**config.mk**
```make
export PLATFORM = sky130hd
export DESIGN_NAME = square_tone_generator_core
export DESIGN_NICKNAME = d
export VERILOG_FILES = /design/src/hdl/stg_pkg.sv /design/src/hdl/stg_front.sv /design/src/hdl/stg_div.sv /design/src/hdl/stg_back.sv /design/src/hdl/square_tone_generator_core.sv
export SDC_FILE = /design/constraint.sdc
export NUM_CORES = 1
export LEC_CHECK = 0
export BUFFER_PORTS_ARGS = -buffer_cell sky130_fd_sc_hd__clkbuf_2
export CORE_MARGIN = 2
export CORE_UTILIZATION = 46
export CTS_CLUSTER_DIAMETER = 50
export DETAILED_ROUTE_END_ITERATION = 10
export GPL_ROUTABILITY_DRIVEN = 0
export PLACE_DENSITY = 0.65
export SYNTH_ARGS = -nofsm -noshare
export SYNTH_HDL_FRONTEND = slang
export SYNTH_SLANG_ARGS = --single-unit
```
**constraint.sdc**
```tcl
create_clock -name clk -period 5.2 [get_ports clk]
set_input_delay 0.52 -clock clk [delete_from_list [all_inputs] [get_ports clk]]
set_output_delay 0.52 -clock clk [all_outputs]
set_load 0.1 [all_outputs]
```
**src/hdl/stg_pkg.sv**
```systemverilog
// Shared types, constants and helper functions of the square tone generator.
// No dependencies; every other file of the block uses this package.
package stg_pkg;

	localparam int unsigned CLOCK_HZ = 8000000;
	localparam int NUM_W = $clog2(CLOCK_HZ + 1);
	localparam int TOP_W = 16;
	localparam int FREQ_W = 24;
	localparam int HI_W = NUM_W - TOP_W;
	localparam int PCNT_W = 10;
	localparam int PDIV_W = PCNT_W + 1;
	localparam logic [NUM_W-1:0] CLK_NUM = NUM_W'(CLOCK_HZ);

	localparam logic [7:0] NO_PIN = 8'd255;

	localparam logic [1:0] MODE_START = 2'd0;
	localparam logic [1:0] MODE_STOP = 2'd1;
	localparam logic [1:0] MODE_TICK = 2'd2;

	localparam logic [1:0] K_NONE = 2'd0;
	localparam logic [1:0] K_START = 2'd1;
	localparam logic [1:0] K_STOP = 2'd2;
	localparam logic [1:0] K_TICK = 2'd3;

	localparam logic [2:0] PS_OFF = 3'd0;
	localparam logic [2:0] PS_1 = 3'd1;
	localparam logic [2:0] PS_8 = 3'd2;
	localparam logic [2:0] PS_64 = 3'd3;
	localparam logic [2:0] PS_256 = 3'd4;
	localparam logic [2:0] PS_1024 = 3'd5;

	typedef struct packed {
		logic [1:0] mode;
		logic [7:0] pin;
		logic [FREQ_W-1:0] frequency;
		logic [31:0] length_ms;
		logic [31:0] now_ms;
	} stg_in_t;

	typedef struct packed {
		logic tone_level;
		logic pin_driven;
		logic [7:0] active_pin;
		logic [2:0] prescale_code;
		logic [TOP_W-1:0] top_value;
		logic toggled;
		logic tone_ended;
	} stg_out_t;

	typedef struct packed {
		logic [1:0] kind;
		logic [7:0] pin;
		logic [FREQ_W-1:0] frequency;
		logic [31:0] length_ms;
		logic [31:0] now_ms;
	} stg_cmd_t;

	typedef struct packed {
		logic start;
		logic [FREQ_W-1:0] frequency;
	} stg_div_req_t;

	typedef struct packed {
		logic busy;
		logic found;
		logic [2:0] code;
		logic [TOP_W-1:0] quot;
	} stg_div_rsp_t;

	function automatic logic [NUM_W-1:0] presc_num(input logic [2:0] code);
		logic [NUM_W-1:0] n;
		unique case (code)
			PS_1: n = CLK_NUM;
			PS_8: n = CLK_NUM >> 3;
			PS_64: n = CLK_NUM >> 6;
			PS_256: n = CLK_NUM >> 8;
			PS_1024: n = CLK_NUM >> 10;
			default: n = '0;
		endcase
		return n;
	endfunction

	function automatic logic [PDIV_W-1:0] presc_div(input logic [2:0] code);
		logic [PDIV_W-1:0] d;
		unique case (code)
			PS_1: d = PDIV_W'(1);
			PS_8: d = PDIV_W'(8);
			PS_64: d = PDIV_W'(64);
			PS_256: d = PDIV_W'(256);
			PS_1024: d = PDIV_W'(1024);
			default: d = '0;
		endcase
		return d;
	endfunction

endpackage

```
**src/hdl/stg_front.sv**
```systemverilog
// Front end: accepts input words, classifies them and queues them for the back end.
// Depends on stg_pkg.
module stg_front (
	input logic clk,
	input logic arst_n,
	input logic cmd_valid,
	output logic cmd_ready,
	input stg_pkg::stg_in_t cmd,
	output logic head_valid,
	output stg_pkg::stg_cmd_t head,
	input logic pop
);

	stg_pkg::stg_cmd_t ent_q [2];
	logic wr_ptr_q;
	logic rd_ptr_q;
	logic [1:0] cnt_q;
	stg_pkg::stg_cmd_t cls;
	logic push;

	always_comb begin
		cls.pin = cmd.pin;
		cls.frequency = cmd.frequency;
		cls.length_ms = cmd.length_ms;
		cls.now_ms = cmd.now_ms;
		unique case (cmd.mode)
			stg_pkg::MODE_START: begin
				cls.kind = (cmd.frequency == '0) ? stg_pkg::K_STOP : stg_pkg::K_START;
			end
			stg_pkg::MODE_STOP: cls.kind = stg_pkg::K_STOP;
			stg_pkg::MODE_TICK: cls.kind = stg_pkg::K_TICK;
			default: cls.kind = stg_pkg::K_NONE;
		endcase
	end

	assign cmd_ready = (cnt_q != 2'd2);
	assign push = cmd_valid && cmd_ready;
	assign head_valid = (cnt_q != 2'd0);
	assign head = ent_q[rd_ptr_q];

	always_ff @(posedge clk) begin
		if (push) begin
			ent_q[wr_ptr_q] <= cls;
		end
	end

	always_ff @(posedge clk or negedge arst_n) begin
		if (!arst_n) begin
			wr_ptr_q <= 1'b0;
			rd_ptr_q <= 1'b0;
			cnt_q <= 2'd0;
		end else begin
			if (push) begin
				wr_ptr_q <= !wr_ptr_q;
			end
			if (pop) begin
				rd_ptr_q <= !rd_ptr_q;
			end
			if (push && !pop) begin
				cnt_q <= cnt_q + 2'd1;
			end else if (pop && !push) begin
				cnt_q <= cnt_q - 2'd1;
			end
		end
	end

endmodule

```
**src/hdl/stg_div.sv**
```systemverilog
// Iterative prescaler search and divider that derives the timer top from a frequency.
// One prescaler is tried per cycle, then one quotient bit is produced per cycle.
// Depends on stg_pkg.
module stg_div (
	input logic clk,
	input logic arst_n,
	input stg_pkg::stg_div_req_t req,
	output stg_pkg::stg_div_rsp_t rsp
);

	localparam logic [1:0] DV_IDLE = 2'd0;
	localparam logic [1:0] DV_SEL = 2'd1;
	localparam logic [1:0] DV_DIV = 2'd2;
	localparam int CNT_W = $clog2(stg_pkg::NUM_W + 1);

	logic [1:0] state_q;
	logic [2:0] code_q;
	logic [stg_pkg::FREQ_W-1:0] fq_q;
	logic [stg_pkg::NUM_W-1:0] num_q;
	logic [stg_pkg::FREQ_W-1:0] rem_q;
	logic [stg_pkg::NUM_W-1:0] quo_q;
	logic [CNT_W-1:0] cnt_q;
	logic found_q;

	logic [stg_pkg::NUM_W-1:0] num_sel;
	logic [stg_pkg::HI_W-1:0] sel_hi;
	logic fits;
	logic [stg_pkg::FREQ_W:0] shifted;
	logic [stg_pkg::FREQ_W:0] diff;
	logic ge;

	always_comb begin
		num_sel = stg_pkg::presc_num(code_q);
		sel_hi = num_sel[stg_pkg::NUM_W-1:stg_pkg::TOP_W];
		fits = ({{(stg_pkg::FREQ_W - stg_pkg::HI_W){1'b0}}, sel_hi} < fq_q);
		shifted = {rem_q, num_q[stg_pkg::NUM_W-1]};
		diff = shifted - {1'b0, fq_q};
		ge = (shifted >= {1'b0, fq_q});
	end

	always_ff @(posedge clk) begin
		if (req.start) begin
			fq_q <= req.frequency;
		end else if (state_q == DV_SEL && fits) begin
			num_q <= num_sel;
			rem_q <= '0;
			quo_q <= '0;
		end else if (state_q == DV_DIV) begin
			num_q <= num_q << 1;
			rem_q <= ge ? diff[stg_pkg::FREQ_W-1:0] : shifted[stg_pkg::FREQ_W-1:0];
			quo_q <= {quo_q[stg_pkg::NUM_W-2:0], ge};
		end
	end

	always_ff @(posedge clk or negedge arst_n) begin
		if (!arst_n) begin
			state_q <= DV_IDLE;
			code_q <= stg_pkg::PS_OFF;
			cnt_q <= '0;
			found_q <= 1'b0;
		end else begin
			unique case (state_q)
				DV_IDLE: begin
					if (req.start) begin
						state_q <= DV_SEL;
						code_q <= stg_pkg::PS_1;
						found_q <= 1'b0;
					end
				end
				DV_SEL: begin
					if (fits) begin
						state_q <= DV_DIV;
						found_q <= 1'b1;
						cnt_q <= CNT_W'(stg_pkg::NUM_W);
					end else if (code_q == stg_pkg::PS_1024) begin
						state_q <= DV_IDLE;
					end else begin
						code_q <= code_q + 3'd1;
					end
				end
				DV_DIV: begin
					cnt_q <= cnt_q - CNT_W'(1);
					if (cnt_q == CNT_W'(1)) begin
						state_q <= DV_IDLE;
					end
				end
				default: state_q <= DV_IDLE;
			endcase
		end
	end

	assign rsp.busy = (state_q != DV_IDLE);
	assign rsp.found = found_q;
	assign rsp.code = code_q;
	assign rsp.quot = quo_q[stg_pkg::TOP_W-1:0];

endmodule

```
**src/hdl/stg_back.sv**
```systemverilog
// Back end: holds the tone and timer state, executes queued words and registers the results.
// Depends on stg_pkg and uses stg_div for the top computation of a new tone.
module stg_back (
	input logic clk,
	input logic arst_n,
	input logic head_valid,
	input stg_pkg::stg_cmd_t head,
	output logic pop,
	output logic res_valid,
	input logic res_ready,
	output stg_pkg::stg_out_t res
);

	localparam logic BK_RUN = 1'b0;
	localparam logic BK_WAIT = 1'b1;

	logic state_q;
	logic [stg_pkg::FREQ_W-1:0] held_freq_q;
	logic [31:0] duration_q;
	logic [31:0] start_time_q;
	logic [7:0] cur_pin_q;
	logic wrap_en_q;
	logic [2:0] psel_q;
	logic [stg_pkg::TOP_W-1:0] top_q;
	logic [stg_pkg::TOP_W-1:0] tcount_q;
	logic [stg_pkg::PCNT_W-1:0] pcount_q;
	logic level_q;
	logic res_valid_q;
	stg_pkg::stg_out_t res_q;

	stg_pkg::stg_div_req_t div_req;
	stg_pkg::stg_div_rsp_t div_rsp;

	logic can_emit;
	logic same_tone;
	logic need_div;
	logic fire;
	logic [stg_pkg::FREQ_W-1:0] n_held_freq;
	logic [31:0] n_duration;
	logic [31:0] n_start_time;
	logic [7:0] n_cur_pin;
	logic n_wrap_en;
	logic [2:0] n_psel;
	logic [stg_pkg::TOP_W-1:0] n_top;
	logic [stg_pkg::TOP_W-1:0] n_tcount;
	logic [stg_pkg::PCNT_W-1:0] n_pcount;
	logic n_level;
	logic n_toggled;
	logic n_ended;
	logic [stg_pkg::PDIV_W-1:0] pdiv;
	logic [stg_pkg::PDIV_W-1:0] pinc;
	logic [31:0] elapsed;

	stg_div u_div (
		.clk(clk),
		.arst_n(arst_n),
		.req(div_req),
		.rsp(div_rsp)
	);

	assign can_emit = !res_valid_q || res_ready;
	assign same_tone = (head.pin == cur_pin_q) && (head.frequency == held_freq_q);
	assign need_div = head_valid && (head.kind == stg_pkg::K_START) && !same_tone;

	always_comb begin
		fire = 1'b0;
		div_req.start = 1'b0;
		div_req.frequency = head.frequency;
		if (state_q == BK_WAIT) begin
			fire = !div_rsp.busy && can_emit;
		end else if (need_div) begin
			div_req.start = 1'b1;
		end else begin
			fire = head_valid && can_emit;
		end
	end

	assign pop = fire;

	always_comb begin
		n_held_freq = held_freq_q;
		n_duration = duration_q;
		n_start_time = start_time_q;
		n_cur_pin = cur_pin_q;
		n_wrap_en = wrap_en_q;
		n_psel = psel_q;
		n_top = top_q;
		n_tcount = tcount_q;
		n_pcount = pcount_q;
		n_level = level_q;
		n_toggled = 1'b0;
		n_ended = 1'b0;
		pdiv = stg_pkg::presc_div(psel_q);
		pinc = {1'b0, pcount_q} + stg_pkg::PDIV_W'(1);
		elapsed = head.now_ms - start_time_q;
		if (state_q == BK_WAIT) begin
			n_held_freq = head.frequency;
			n_duration = head.length_ms;
			if (div_rsp.found) begin
				n_cur_pin = head.pin;
				n_tcount = '0;
				n_pcount = '0;
				n_top = div_rsp.quot;
				n_wrap_en = 1'b1;
				n_level = 1'b1;
				n_start_time = head.now_ms;
				n_psel = div_rsp.code;
			end
		end else begin
			unique case (head.kind)
				stg_pkg::K_START: n_duration = head.length_ms;
				stg_pkg::K_STOP: begin
					n_ended = wrap_en_q;
					n_wrap_en = 1'b0;
					n_cur_pin = stg_pkg::NO_PIN;
				end
				stg_pkg::K_TICK: begin
					if (pdiv != '0) begin
						if (pinc >= pdiv) begin
							n_pcount = '0;
							if (tcount_q >= top_q) begin
								n_tcount = '0;
								if (wrap_en_q) begin
									n_level = !level_q;
									n_toggled = 1'b1;
									if (duration_q != '0 && elapsed >= duration_q) begin
										n_ended = 1'b1;
										n_wrap_en = 1'b0;
										n_cur_pin = stg_pkg::NO_PIN;
									end
								end
							end else begin
								n_tcount = tcount_q + stg_pkg::TOP_W'(1);
							end
						end else begin
							n_pcount = pinc[stg_pkg::PCNT_W-1:0];
						end
					end
				end
				default: begin
				end
			endcase
		end
	end

	always_ff @(posedge clk or negedge arst_n) begin
		if (!arst_n) begin
			state_q <= BK_RUN;
			held_freq_q <= '0;
			duration_q <= '0;
			start_time_q <= '0;
			cur_pin_q <= stg_pkg::NO_PIN;
			wrap_en_q <= 1'b0;
			psel_q <= stg_pkg::PS_OFF;
			top_q <= '0;
			tcount_q <= '0;
			pcount_q <= '0;
			level_q <= 1'b0;
			res_valid_q <= 1'b0;
		end else begin
			if (div_req.start) begin
				state_q <= BK_WAIT;
			end else if (fire) begin
				state_q <= BK_RUN;
			end
			if (fire) begin
				held_freq_q <= n_held_freq;
				duration_q <= n_duration;
				start_time_q <= n_start_time;
				cur_pin_q <= n_cur_pin;
				wrap_en_q <= n_wrap_en;
				psel_q <= n_psel;
				top_q <= n_top;
				tcount_q <= n_tcount;
				pcount_q <= n_pcount;
				level_q <= n_level;
				res_valid_q <= 1'b1;
			end else if (res_ready) begin
				res_valid_q <= 1'b0;
			end
		end
	end

	always_ff @(posedge clk) begin
		if (fire) begin
			res_q.tone_level <= n_level;
			res_q.pin_driven <= (n_cur_pin != stg_pkg::NO_PIN);
			res_q.active_pin <= n_cur_pin;
			res_q.prescale_code <= n_psel;
			res_q.top_value <= n_top;
			res_q.toggled <= n_toggled;
			res_q.tone_ended <= n_ended;
		end
	end

	assign res_valid = res_valid_q;
	assign res = res_q;

endmodule

```
**src/hdl/square_tone_generator_core.sv**
```systemverilog
// Top level of the square tone generator: front end queue plus execution back end.
// Depends on stg_pkg, stg_front and stg_back (which holds stg_div).
//
// Each accepted word yields exactly one result word. Ticks, stops, repeated starts of the
// same tone and unused modes need no divider run, so ticks stream at one word per cycle
// while results are taken. A start that changes pin or frequency runs the iterative
// prescaler search and divider: it is launched, tries the prescalers in turn (up to five),
// then, when a prescaler fits, produces one quotient bit per bit of the clock constant
// (23 at 8 MHz), and finally commits. Words arriving meanwhile wait in a two-word
// queue, and the result register lets the next word be taken while a result is still
// pending.
module square_tone_generator_core (
	input logic clk,
	input logic arst_n,
	input logic cmd_valid,
	output logic cmd_ready,
	input stg_pkg::stg_in_t cmd,
	output logic res_valid,
	input logic res_ready,
	output stg_pkg::stg_out_t res
);

	logic head_valid;
	stg_pkg::stg_cmd_t head;
	logic pop;

	stg_front u_front (
		.clk(clk),
		.arst_n(arst_n),
		.cmd_valid(cmd_valid),
		.cmd_ready(cmd_ready),
		.cmd(cmd),
		.head_valid(head_valid),
		.head(head),
		.pop(pop)
	);

	stg_back u_back (
		.clk(clk),
		.arst_n(arst_n),
		.head_valid(head_valid),
		.head(head),
		.pop(pop),
		.res_valid(res_valid),
		.res_ready(res_ready),
		.res(res)
	);

endmodule

```
* Yosys cells after proc, flatten, opt, wreduce, memory -nomap -nowiden *
Memory sizes are Yosys's and may differ from the RTL's.
Index checks and enable logic that the tools add are counted.

storage, ports and cells
  memories kept = 1
  logic and storage cells = 212
  register bits after elaboration = 278
  input port bits = 102
  RAM bits = 196

operators by class
  add/sub/neg operators = 8
  bitwise operators = 5
  mux-type cells = 82
  $lt $le $gt $ge = 5
  eq/ne operators = 32
  reductions and logical operators = 49

memories
  name           depth  bits a word  rd ports  clocked after Yosys merged registers in  wr ports  RTL line         source
  u_front.ent_q  2      98           1         0                                        1         stg_front.sv:14  stg_pkg::stg_cmd_t ent_q [2];

operator list
  kind                     count
  $mux W16                 9
  $pmux W23 S5             1
  $mux W32                 2
  $mux W8                  7
  $pmux W11 S5             1
  $mux W10                 5
  $mux W24                 2
  $mux W23                 2
  $ge A32 B32 Y1           1
  $mux W1                  32
  $reduce_bool A32 Y1      1
  $sub A32 B32 Y32         1
  $ge A25 B24 Y1           1
  $eq A24 B24 Y1           1
  $logic_not A24 Y1        1
  $lt A7 B24 Y1            1
  $reduce_bool A2 Y1       12
  $sub A24 B24 Y24         1
  $add A16 B1 Y16 const B  1
  $ge A16 B16 Y1           1
  $pmux W8 S2              1
  $mux W3                  5
  $mux W2                  7
  $eq A3 B2 Y1 const B     4
  other kinds (35)         81

* Longest topological paths before layout *
An unclocked memory read counts as a cell.

  word-level depth = 12
  mapped depth = 26

* Hierarchy *
From an unflattened synthesis, not the netlist that was laid out.

second synthesis, totals
  cell total of the unflattened synthesis = 1935
  area, all modules = 23744.0 um^2

by module, submodules not included
  module     cells each  times used  sequential area each (um^2)  area an instance (um^2)
  stg_back   1093        1           4569.4                       10846.7
  stg_front  341         1           5985.7                       7443.4
  stg_div    501         1           2857.7                       5454.0

* Worst setup path before layout *
Ideal clock, no wire load.

  path kind = reg2reg
  start = register u_front.cnt_q[0]
  end = memory u_front.ent_q[0][0] (netlist name) (enable)
  data required time = 4.644 ns
  arrival time = 5.579 ns
  buffers on the path = 0
  period minus slack after synthesis = 6.135 ns
  stages on the path, launching flop included = 4
  setup slack = -0.935 ns
  cell sequence = dfrtp_1 -> nand2b_1 -> nand2_1 -> nor2_1

between the ends
  word-level cells in the longest chain between the ends = 4

RTL lines
  element                        RTL line                          source
  start, declared                stg_front.sv:17                   logic [1:0] cnt_q;
  start signal, assigned         stg_front.sv:60                   cnt_q <= cnt_q + 2'd1;
  start signal, assigned         stg_front.sv:62                   cnt_q <= cnt_q - 2'd1;
  $ne A2 B2 Y1                   stg_front.sv:36                   assign cmd_ready = (cnt_q != 2'd2);
  via cmd_ready                  square_tone_generator_core.sv:16  output logic cmd_ready,
  $logic_and A1 B1 Y1            stg_front.sv:37                   assign push = cmd_valid && cmd_ready;
  $mux W1                        stg_front.sv:42                   if (push) begin
  $mux W1 (implied by the code)  stg_front.sv:43                   ent_q[wr_ptr_q] <= cls;
  end, declared                  stg_front.sv:14

The timed path passes the listed nets, and every way through them passes these cells.

==> results_dict.tcl <==
set metrics [dict create \
    run_status "complete, no violations" \
    final_cell_area_mm2 0.0275 \
    post-route-util_pct 53.8 \
    antenna_found_initial 1 \
    syn_nets 2228 \
    ir_worst_vdd_v 0.000377 \
    nets 2408 \
    drtAntennaViolNets 0 \
    grt_pass1_wl_um 81800 \
    syn-mean-instance-area_um2 11.9 \
    clock-sinks 473 \
    relSlewSlack_pct 35.9 \
    period_share_pct 99.2 \
    num_rows 83 \
    final_common_cell "edfxtp_1" \
    placed_area_mm2 0.0254 \
    grt-ovfl-total 0 \
    grt_start_max_net_pins 84 \
    tritoncts "done" \
    path_max_fanout 16 \
    syn_to_final_growth_pct 15.7 \
    slowest_delay_ns 0.50 \
    num_vias 15700 \
    vias_per_cell 5.42 \
    drive_gt1_share_pct 20.0 \
    path_cells "buf_12 > mux2_2 > ha_2 > and4_1 > a221oi_2 > o21ai_1 > a21o_1 > a211o_1 > a311oi_2 > nand3_1 > o311ai_0 > ha_1 > a21o_1 > a21o_1 > a21oi_1 > o221ai_1 > a41o_4 > a41oi_4 > buf_6 > o221ai_1" \
    synth_area_mm2 0.0238 \
    max-cap-violations 0 \
    period_minus_slack_ns 5.16 \
    ioPinCount 135 \
    clock_latency_ns 0.61 \
    hold_class "in -> reg" \
    syn_inst 1994 \
    start_util_pct 46.5 \
    synthDistinctLibCells 88 \
    dominantRegCellSynth "edfxtp_1" \
    r2r_slack_ns 0.04 \
    final_cell_mix "edfxtp_1 (313), nand2_1 (178), dfrtp_1 (151)" \
    cp-end-kind "flop" \
    grt_usage_pct 19.2 \
    worstPathRequired_ns 5.71 \
    report.final.slew_viol_count 0 \
    routedWlPerCell_um 17.8 \
    drt_iter0_markers 1097 \
    cts_buffers 58 \
    die_w_um 232 \
    ys_ff_latch 473 \
    hpwl_um 36100 \
    worstSetupStartpointType "flop" \
    htree_levels 2 \
    leakagePower_nw 11.5 \
    crit_slowest_cell "dfrtp_4" \
    die_h_um 232 \
    p_per_area_mw_per_mm2 754 \
    first_pass_iters 5 \
    clk_pin_slew_worst_paths_ns 0.06 \
    cts_buffer_depth 3 \
    finClkSkew_ns 0.0166 \
    crit_path_frequent_cell "a21o_1" \
    max_freq_ghz 0.194 \
    grt_pass1_vias 15500 \
    yosysWarningCount 0 \
    arrival_ns 5.67 \
    hold_viol 0 \
    core_mm2 0.0512 \
    setup_viol 0 \
    wirelength_um 51700 \
    synth-seq-area-share_pct 56.3 \
    drc 0 \
    worst_slew_pin_slew_ns 0.961 \
    async_flop_share_pct 33.8 \
    synth_edf_count 313 \
    p_total_mw 20.8 \
    crit_type "reg -> reg" \
    port-buffer-count 134 \
    die_area_mm2 0.0536 \
    clockRootBuffer "clkbuf_16" \
]
## report_power, final
part / internal, mW / switching (mW) / total, mW
clock: 2.39 / 1.64 / 4.03
combinational: 4.04 / 6.25 / 10.3
sequential: 5.76 / 0.689 / 6.45
## Yosys cell counts (13+ instances only)
master	n	area (um^2)
a211oi_1	14	105
a21o_1	31	233
a21oi_1	96	480
a31oi_1	15	93.8
and2_1	22	138
and3_1	17	106
clkbuf_1	39	146
dfrtp_1	152	3800
edfxtp_1	313	9400
ha_1	130	1630
inv_1	146	548
mux2_2	93	1050
mux2i_1	85	851
nand2_1	178	668
nand2b_1	24	150
nand3_1	32	160
nand4_1	22	138
nor2_1	123	462
nor2b_1	13	81.3
nor3_1	22	110
nor4_1	31	194
o21a_1	16	120
o21ai_0	96	480
o31ai_1	18	135
xnor2_1	43	377
xor2_1	41	359
## layout make-up
cell class | instances | area, um^2
fillers | 4339 | 23700
flip-flops and latches | 473 | 13400
multi-input cells | 1310 | 9690
clock buffers | 75 | 1630
repair buffers | 184 | 1090
well taps | 680 | 851
inverters | 147 | 552
clock inverters | 33 | 312
diodes | 1 | 2.50
## stage by stage
| stage | hold WS, ns | TNS (ns) | setup slack (ns) | std cells |
|---|---|---|---|---|
| 4_1_cts | 0.0698 | 0 | 0.0430 | 2890 |
| 3_5_place_dp | 0.483 | -0.0751 | -0.0148 | 2781 |
| 3_3_place_gp | 0.477 | 0 | 0.170 | 2781 |
| 6_report | 0.0966 | 0 | 0.0424 | 2903 |
| 5_1_grt | 0.0885 | -1.95 | -0.145 | 2903 |
| 2_1_floorplan | 0.224 | 0 | 0.0230 | 1994 |
## kinds of logic after synthesis
| group | after synthesis | synth area share, % |
|---|---|---|
| mux | 200 | 9.41 |
| flops | 473 | 56.3 |
| buf+inv | 212 | 3.66 |
| fa+ha+maj | 132 | 7.00 |
| simple gates | 527 | 10.7 |
| xor+xnor | 84 | 3.09 |
| compound gates | 366 | 9.84 |
## per-layer routing
layer	GRT usage (%)	wire length [um]	vias to the layer above
met3	2.69	2170	76
met5	0	0	-
li1	-	-	7634
met1	26.2	23900	7680
met4	6.07	1230	0
met2	31.6	24400	335
## worst max-delay path, delay by kind of cell (launching register included)
family | cells | cell delay [ns]
adders and majority gates | 2 | 0.64
DFF | 1 | 0.50
buffers and inverters | 2 | 0.36
muxes | 1 | 0.37
and+or+nand+nor | 2 | 0.38
AOI/OAI and AO/OA | 13 | 2.80
## registers in the layout, indices dropped and copies added, names as in the netlist, 8 cells and up
name and cells:
u_back.cur_pin_q 8, u_back.duration_q 32, u_back.held_freq_q 24, u_back.pcount_q 10, u_back.res 31, u_back.start_time_q 32
u_back.tcount_q 16, u_back.top_q 16, u_back.u_div.fq_q 24, u_back.u_div.num_q 22, u_back.u_div.quo_q 16, u_back.u_div.rem_q 24
u_front.ent_q 196
## what timing repair did
item / CTS / global route
setup buffers: 0 / 11
endpoints found under the hold margin: 16 / 0
gates cloned: 0 / 1
pin swaps: 0 / 13
endpoints found under the setup margin: 9 / 18
resized for setup: 1 / 27
hold buffers: 1 / 0
## path summary, 6_finish.rpt
kind                                               from                         endpoint  depth (start not counted)
setup reg to reg           u_front.rd_ptr_q$_DFFE_PN0P_  u_back.cur_pin_q[3]$_DFFE_PN1P_                         20
setup / recovery           u_front.rd_ptr_q$_DFFE_PN0P_  u_back.cur_pin_q[3]$_DFFE_PN1P_                         20
hold / removal                                  cmd[61]   u_front.ent_q[1][61]$_DFFE_PP_                          1
min in group asynchronous                        arst_n      u_back.top_q[9]$_DFFE_PN0P_                          2
max in group asynchronous                        arst_n   u_back.tcount_q[4]$_DFFE_PN0P_                          3
hold reg to reg            u_front.cnt_q[1]$_DFFE_PN0P_     u_front.cnt_q[1]$_DFFE_PN0P_                          1
Note: power is estimated with default switching activity, not from simulation.
